===== src/hw/rtl/uue_pkg.sv =====
// Shared types, constants and the 6-bit character mapping for the uuencode line encoder.
// Used by uuencode_line_encoder and its checker; depends on nothing else.
`default_nettype none

package uue_pkg;

  localparam logic [6:0] NL_CHAR   = 7'd10;
  localparam logic [6:0] CHAR_BIAS = 7'd32;

  typedef enum logic [2:0] {
    ST_IDLE,
    ST_LEN,
    ST_FETCH,
    ST_EMIT,
    ST_NL
  } uue_state_e;

  // Map a 6-bit value onto the printable range starting at space.
  function automatic logic [6:0] uue_enc6(input logic [5:0] v);
    uue_enc6 = {1'b0, v} + CHAR_BIAS;
  endfunction

endpackage

`default_nettype wire


===== src/hw/rtl/uuencode_line_encoder.sv =====
// uuencode line encoder: collects input bytes in a line store and emits one encoded line.
// Depends on uue_pkg; the line store is a memory inside this module.
// Throughput: one input word per cycle while collecting; a flushed line is sent as a length
// character, then per group of three bytes a fetch of the three bytes and 4 output words,
// then a newline, plus any output stall, before the next input word is taken.
// Reset: asynchronous, active low; clears the sequencer, fill count and output valid.
`default_nettype none

module uuencode_line_encoder #(
  parameter int LINE_BYTES = 45
) (
  input  wire logic       clk_i,
  input  wire logic       rst_ni,
  input  wire logic       in_valid_i,
  output logic            in_ready_o,
  input  wire logic [7:0] data_byte_i,
  input  wire logic       final_byte_i,
  output logic            out_valid_o,
  input  wire logic       out_ready_i,
  output logic [6:0]      out_char_o,
  output logic            run_last_o
);
  import uue_pkg::*;

  localparam int AddrW = $clog2(LINE_BYTES);
  localparam int CntW  = $clog2(LINE_BYTES + 1);
  localparam int PtrW  = CntW + 1;

  uue_state_e        state_q, state_d;
  logic [CntW-1:0]   fill_q, fill_d;
  logic [CntW-1:0]   len_q, len_d;
  logic [PtrW-1:0]   ptr_q, ptr_d;
  logic [1:0]        step_q, step_d;
  logic [23:0]       grp_q, grp_d;
  logic              out_valid_q, out_valid_d;
  logic [6:0]        out_char_q, out_char_d;
  logic              run_last_q, run_last_d;

  logic [7:0]        store_mem [LINE_BYTES];
  logic [7:0]        rd_data_q;
  logic              rd_vld_q;

  logic              in_fire;
  logic              out_free;
  logic [PtrW-1:0]   rd_idx;
  logic              rd_en;
  logic [CntW-1:0]   fill_inc;

  assign in_ready_o  = (state_q == ST_IDLE);
  assign in_fire     = in_valid_i && in_ready_o;
  assign out_free    = !out_valid_q || out_ready_i;
  assign out_valid_o = out_valid_q;
  assign out_char_o  = out_char_q;
  assign run_last_o  = run_last_q;

  assign fill_inc = fill_q + CntW'(1);
  assign rd_idx   = ptr_q + PtrW'(step_q);
  // Bytes past the line length are never read; they enter the group as zero.
  assign rd_en    = (state_q == ST_FETCH) && (step_q != 2'd3) && (rd_idx < PtrW'(len_q));

  always_ff @(posedge clk_i) begin
    if (in_fire) begin
      store_mem[fill_q[AddrW-1:0]] <= data_byte_i;
    end
    if (rd_en) begin
      rd_data_q <= store_mem[rd_idx[AddrW-1:0]];
    end
  end

  always_comb begin
    state_d     = state_q;
    fill_d      = fill_q;
    len_d       = len_q;
    ptr_d       = ptr_q;
    step_d      = step_q;
    grp_d       = grp_q;
    out_valid_d = out_valid_q;
    out_char_d  = out_char_q;
    run_last_d  = run_last_q;

    if (out_valid_q && out_ready_i) begin
      out_valid_d = 1'b0;
    end

    case (state_q)
      ST_IDLE: begin
        if (in_fire) begin
          if ((fill_inc == CntW'(LINE_BYTES)) || final_byte_i) begin
            len_d   = fill_inc;
            fill_d  = '0;
            state_d = ST_LEN;
          end else begin
            fill_d = fill_inc;
          end
        end
      end
      ST_LEN: begin
        if (out_free) begin
          out_valid_d = 1'b1;
          out_char_d  = uue_enc6(6'(len_q));
          run_last_d  = 1'b0;
          ptr_d       = '0;
          step_d      = 2'd0;
          state_d     = ST_FETCH;
        end
      end
      ST_FETCH: begin
        // Read data is registered and lands in the step after its address, so steps 1..3 shift it in.
        if (step_q != 2'd0) begin
          grp_d = {grp_q[15:0], (rd_vld_q ? rd_data_q : 8'h00)};
        end
        step_d = step_q + 2'd1;
        if (step_q == 2'd3) begin
          ptr_d   = ptr_q + PtrW'(3);
          state_d = ST_EMIT;
        end
      end
      ST_EMIT: begin
        if (out_free) begin
          out_valid_d = 1'b1;
          out_char_d  = uue_enc6(grp_q[23:18]);
          run_last_d  = 1'b0;
          grp_d       = {grp_q[17:0], 6'h00};
          step_d      = step_q + 2'd1;
          if (step_q == 2'd3) begin
            state_d = (ptr_q >= PtrW'(len_q)) ? ST_NL : ST_FETCH;
          end
        end
      end
      ST_NL: begin
        if (out_free) begin
          out_valid_d = 1'b1;
          out_char_d  = NL_CHAR;
          run_last_d  = 1'b1;
          state_d     = ST_IDLE;
        end
      end
      default: begin
        state_d = ST_IDLE;
      end
    endcase
  end

  always_ff @(posedge clk_i or negedge rst_ni) begin
    if (!rst_ni) begin
      state_q     <= ST_IDLE;
      fill_q      <= '0;
      step_q      <= 2'd0;
      out_valid_q <= 1'b0;
      rd_vld_q    <= 1'b0;
    end else begin
      state_q     <= state_d;
      fill_q      <= fill_d;
      step_q      <= step_d;
      out_valid_q <= out_valid_d;
      rd_vld_q    <= rd_en;
    end
  end

  always_ff @(posedge clk_i) begin
    len_q      <= len_d;
    ptr_q      <= ptr_d;
    grp_q      <= grp_d;
    out_char_q <= out_char_d;
    run_last_q <= run_last_d;
  end

endmodule

`default_nettype wire


===== config.mk =====
export PLATFORM = sky130hd
export DESIGN_NAME = uuencode_line_encoder
export DESIGN_NICKNAME = d
export VERILOG_FILES = /design/src/hw/rtl/uue_pkg.sv /design/src/hw/rtl/uuencode_line_encoder.sv
export SDC_FILE = /design/constraint.sdc
export NUM_CORES = 1
export LEC_CHECK = 0
export BUFFER_PORTS_ARGS = -buffer_cell sky130_fd_sc_hd__buf_4
export CAP_MARGIN = 20
export CORE_MARGIN = 2
export CORE_UTILIZATION = 50
export DETAILED_ROUTE_END_ITERATION = 16
export HOLD_SLACK_MARGIN = 0.05
export MAX_ROUTING_LAYER = met4
export PLACE_DENSITY = 0.74
export SETUP_SLACK_MARGIN = 0.02
export SLEW_MARGIN = 20
export SYNTH_ARGS = -nofsm -noshare
export SYNTH_HDL_FRONTEND = slang
export SYNTH_SLANG_ARGS = --single-unit

===== constraint.sdc =====
create_clock -name clk_i -period 4.3 [get_ports clk_i]
set_clock_uncertainty 0.1 [all_clocks]
set_input_delay 0.86 -clock clk_i [delete_from_list [all_inputs] [get_ports clk_i]]
set_output_delay 0.86 -clock clk_i [all_outputs]
set_load 0.01 [all_outputs]

# Yosys cells after proc, flatten, opt, wreduce, memory -nomap -nowiden

Memories as Yosys holds them, arrays and structs flattened. A register that Yosys moved wholly into a read port is not among the register bits.
Index checks and enable logic that the tools add are counted.

Add/sub/neg operators: 6
Order comparisons: 2
Equal/unequal tests: 16
Mux-type cells: 32
Reductions and logical operators: 24

Operators by type and width:

| operator                                            | number |
|---|---|
| two-way mux 24 bit                                  | 2 |
| one-hot mux 24 bit (2 select lines)                 | 1 |
| two-way mux 7 bit                                   | 5 |
| two-way mux 3 bit                                   | 8 |
| one-hot mux 7 bit (3 select lines)                  | 1 |
| one-hot mux 3 bit (5 select lines)                  | 1 |
| AND reduction 3 bit                                 | 5 |
| adder 6 x 6 -> 7 bit, second input constant         | 2 |
| one-hot mux 7 bit (2 select lines)                  | 1 |
| != test 2 x 1 -> 1 bit, second input constant       | 5 |
| != test 2 bit, second input constant                | 5 |
| two-way mux 8 bit                                   | 1 |
| nonzero test 2 bit                                  | 4 |
| adder 7 x 2 -> 7 bit                                | 1 |
| adder 7 x 2 -> 7 bit, second input constant         | 1 |
| greater-or-equal comparator 7 x 6 -> 1 bit          | 1 |
| less-than comparator 7 x 6 -> 1 bit                 | 1 |
| two-way mux 1 bit                                   | 7 |
| AND reduction 7 bit                                 | 1 |
| adder 6 x 1 -> 6 bit, second input constant         | 1 |
| equality test 3 x 2 -> 1 bit, second input constant | 2 |
| equality test 6 bit, second input constant          | 1 |
| two-way mux 6 bit                                   | 1 |
| one-hot mux 2 bit (3 select lines)                  | 1 |
| 15 further kinds                                    | 21 |

Flip-flop bits (word level): 58
Memory bits (writable): 360
Input port bits: 13
Output and inout bits: 10
Word-level logic and storage cells: 91
Memories: 1

Memories:

| memory    | words | bits a word | read ports | clocked after memory_dff | wr ports | RTL line                    | RTL |
|---|---|---|---|---|---|---|---|
| store_mem | 45    | 8           | 1          | 1                        | 1        | uuencode_line_encoder.sv:39 | `logic [7:0] store_mem [LINE_BYTES];` |

# Logic depth before layout (Yosys ltp)

Depth in word-level cells: 6
Depth in mapped cells: 10
Gate-level depth less buffers: 9

# Worst setup path after synthesis

Ideal clock, no wire load.

Path type: register -> register
Start point: reg ptr_q[0]
End point: reg rd_data_q[0] (read register of store_mem) (enable)
Library setup time: 0.377 ns
Arrival: 3.036 ns
Required time: 3.823 ns
Slack: 0.787 ns
Stages on the path, launching flop included: 11
Buffers on the path: 1
Period minus slack after synthesis: 3.513 ns
Cells stage by stage: edfxtp_1 -> ha_1 -> fa_1 -> xnor2_4 -> clkinv_2 -> buf_2 -> ha_1 -> a21o_1 -> a21o_1 -> a21o_1 -> a21oi_1

Word-level cells in the longest chain between the ends: 3

RTL lines:

| item                                | RTL line                     | RTL |
|---|---|---|
| start, declared                     | uuencode_line_encoder.sv:32  | `logic [PtrW-1:0] ptr_q, ptr_d;` |
| start signal, assigned              | uuencode_line_encoder.sv:162 | `ptr_q <= ptr_d;` |
| adder 7 x 2 -> 7 bit                | uuencode_line_encoder.sv:57  | `assign rd_idx = ptr_q + PtrW'(step_q);` |
| less-than comparator 7 x 6 -> 1 bit | uuencode_line_encoder.sv:59  | `assign rd_en = (state_q == ST_FETCH) && (step_q != 2'd3) && (rd_idx < PtrW'(len_q));` |
| logical AND 1 bit                   | uuencode_line_encoder.sv:59  |  |
| via rd_en                           | uuencode_line_encoder.sv:46  | `logic rd_en;` |
| end, declared                       | uuencode_line_encoder.sv:40  | `logic [7:0] rd_data_q;` |

The timed path passes the listed nets, and every way through them passes these cells.
A chain may end at the register's enable or synchronous reset.

# Worst setup path in the final report

Start point: reg ptr_q[0]
End point: reg rd_data_q[6] (read register of store_mem) (data pin)

Word-level cells in the longest chain between the ends: 3

RTL lines:

| item                                | RTL line |
|---|---|
| adder 7 x 2 -> 7 bit (*)            | uuencode_line_encoder.sv:57 |
| less-than comparator 7 x 6 -> 1 bit | uuencode_line_encoder.sv:59 |
| logical AND 1 bit                   | uuencode_line_encoder.sv:59 |

Mark *: on every way between the ends. The rest lies on a longest branch, timed or not.

==> impl_metrics.yaml <==
outcome:
  outcome: "finished, final reports clean"
floorplanning:
  die_y_um: 189.8
  row_count: 68
  initial_core_util: 0.5033
  core_area_um2: 34290
  pin_count: 23
  die-area_um2: 36020
  die_w_um: 189.8
timing:
  setup_tns_ns: 0
  max_slew_margin: 0.3605
  hold_viol: 0
  worst_hold_slack_ns: 0.07133
  setup_ws_ns: 0.8074
  setup_violations: 0
  rsz0062_at_grt: "no"
  post-route-period-util: 0.8122
  period_needed_ns: 3.493
  drv_slew: 0
  timing.fmax_mhz: 286.3
  tightest_slew_ns: 0.9557
routing:
  met3_length_mm: 2.141
  drt-vias-per-instance: 5.862
  drt-met1-wl_mm: 13.92
  wl_per_cell_um: 22.66
  drc_errors: 0
  routed.top_layer: "met4"
  drtAntennaViolNets: 0
  wl_met2_mm: 15.77
  first_pass_iters: 5
  vias: 8483
  drtIter0Drc: 635
  drt_wl_total_mm: 32.79
cts:
  cts_tree: "yes"
  clock_latency_ns: 0.54
  cts_resized: 0
  clkTransAtPathRegs_ns: 0.06
  cts.sinks: 426
  numCtsBuffers: 41
  post-cts-setup-buffers: 0
  postCtsHoldBufs: 0
  root_buffer: "clkbuf_16"
  clk_path_buf_depth: 3
  htree_levels: 2
global_route:
  grt_overflow: 0
  grt_first_pass_wirelength_mm: 50.68
  grt_max_degree: 48
  grt_usage: 0.1931
  grt_pass1_vias: 8339
  antenna_found_initial: 0
critical_path:
  startpoint_type: "register"
  crit_slowest_cell: "fa_4"
  worstPathMaxFanout: 26
  crit_family: "adder cells"
  crit_top_cell: "mux4_2"
  worstSetupPathType: "register to register"
  crit_chain: "ha_4 > fa_4 > buf_4 > mux4_2 > mux4_2 > nand2_1 > o31ai_1"
  cp_data_required_time_ns: 4.48
  worst-path-buf-inv: 1
  cpPeakStageDelay_ns: 1.07
  end_kind: "register"
  timing.critical_path.arrival_ns: 3.68
placed_design:
  portBuffers: 22
  dp_slack_ns: 0.8068
  gp_congestion: 0.8389
  dp_hpwl_mm: 20.21
  dp_cells: 1376
synthesis:
  synthFlopType: "edfxtp_1"
  async_flop_share: 0.03052
  syn-instance-count: 934
  ys_warn_count: 0
  avgSynthCellArea_um2: 18.48
  syn_area_um2: 17260
  synth-seq-area-share: 0.7375
  synth_edf_count: 413
  synth_nets: 966
  ys_ff_latch: 426
  synthDistinctLibCells: 48
pwr:
  p_leak_nw: 6.265
  vdd_ir_drop_max_mv: 0.5826
  powerDensity_nw_per_um2: 720.4
  total_power_mw: 13.72
final_layout:
  area_growth_pct: 10.32
  layout_common_cells: "413 x edfxtp_1, 115 x nand2_1, 94 x mux4_2"
  n_antenna_cell: 0
  final_layout_size_suffix_gt1_frac: 0.1885
  layout.nets: 996
  instances_no_fill: 1447
  layout_commonest_cell: "edfxtp_1"
  final.fill_count: 2523
flow_run:
  drv_cap: 0
hold_path:
  worstHoldPathType: "input port to async pin"
[cell families after synthesis]
logic type               count (synthesis)  synth area share
XOR/XNOR                                11          0.006670
buffers and inverters                   62           0.01834
adder cells (fa/ha/maj)                 19           0.01421
AND/OR/NAND/NOR                        231           0.05728
multiplexers                           112            0.1350
flip-flops                             426            0.7375
AO/OA/AOI/OAI                           73           0.03103
[sequential cells by signal, summed over array words and instances, names as in the netlist]
signal / count
run_last_o: 1
step_q: 2
grp_q: 24
rd_data_q: 8
out_valid_o: 1
out_char_o: 7
fill_q: 6
state_q: 3
ptr_q: 7
store_mem: 360
rd_vld_q: 1
len_q: 6
[routing by layer]
metal  up-vias  GRT usage
met3        72    0.02675
met1      4368     0.2731
met5         -          -
met4         0    0.06261
met2       279     0.2954
li1       3764          -
[Yosys cell counts (12+ instances only)]
library cell / n / area (um2)
edfxtp_1: 413 / 12400
ha_1: 18 / 225.2
nor2_1: 66 / 247.7
buf_2: 12 / 60.06
nand2_1: 115 / 431.7
mux4_2: 94 / 2117
clkbuf_1: 17 / 63.81
a21oi_1: 14 / 70.07
dfrtp_1: 13 / 325.3
a32o_1: 16 / 160.2
mux2i_1: 16 / 160.2
inv_1: 15 / 56.30
[area by class of cell]
cell class / instances / area (um2) / share of cell area
Tap cell: 455 / 569.3 / 0.02990
Clock buffer: 55 / 1079 / 0.05665
Clock inverter: 16 / 88.84 / 0.004666
Sequential cell: 426 / 12730 / 0.6685
Multi-Input combinational cell: 446 / 4240 / 0.2227
Timing Repair Buffer: 33 / 272.8 / 0.01433
Inverter: 16 / 61.31 / 0.003220
[power breakdown]
group	internal, mW	leakage (nW)	switching [mW]
sequential	5.00	3.90	0.202
clock	1.76	0.565	1.45
combinational	2.45	1.80	2.84
[path summary, 6_finish.rpt]
kind,start,end,slack [ns],cells after the start
min in group clk_i,grp_q[17],grp_q[23],0.41,2
max in group asynchronous,rst_ni,rd_vld_q,3.83,1
setup reg to reg,ptr_q[0],rd_data_q[6],0.81,7
hold reg to reg,grp_q[17],grp_q[23],0.41,2
setup / recovery,ptr_q[0],rd_data_q[6],0.81,7
hold / removal,rst_ni,fill_q[0],0.07,1
[through the flow]
step / utilization / cell area [um2]
3_3_place_gp: 0.5212 / 17870
2_1_floorplan: - / 17260
4_1_cts: 0.5552 / 19040
5_1_grt: 0.5552 / 19040
6_report: 0.5552 / 19040
3_5_place_dp: 0.5212 / 17870
Note: power is estimated with default switching activity, not from simulation.
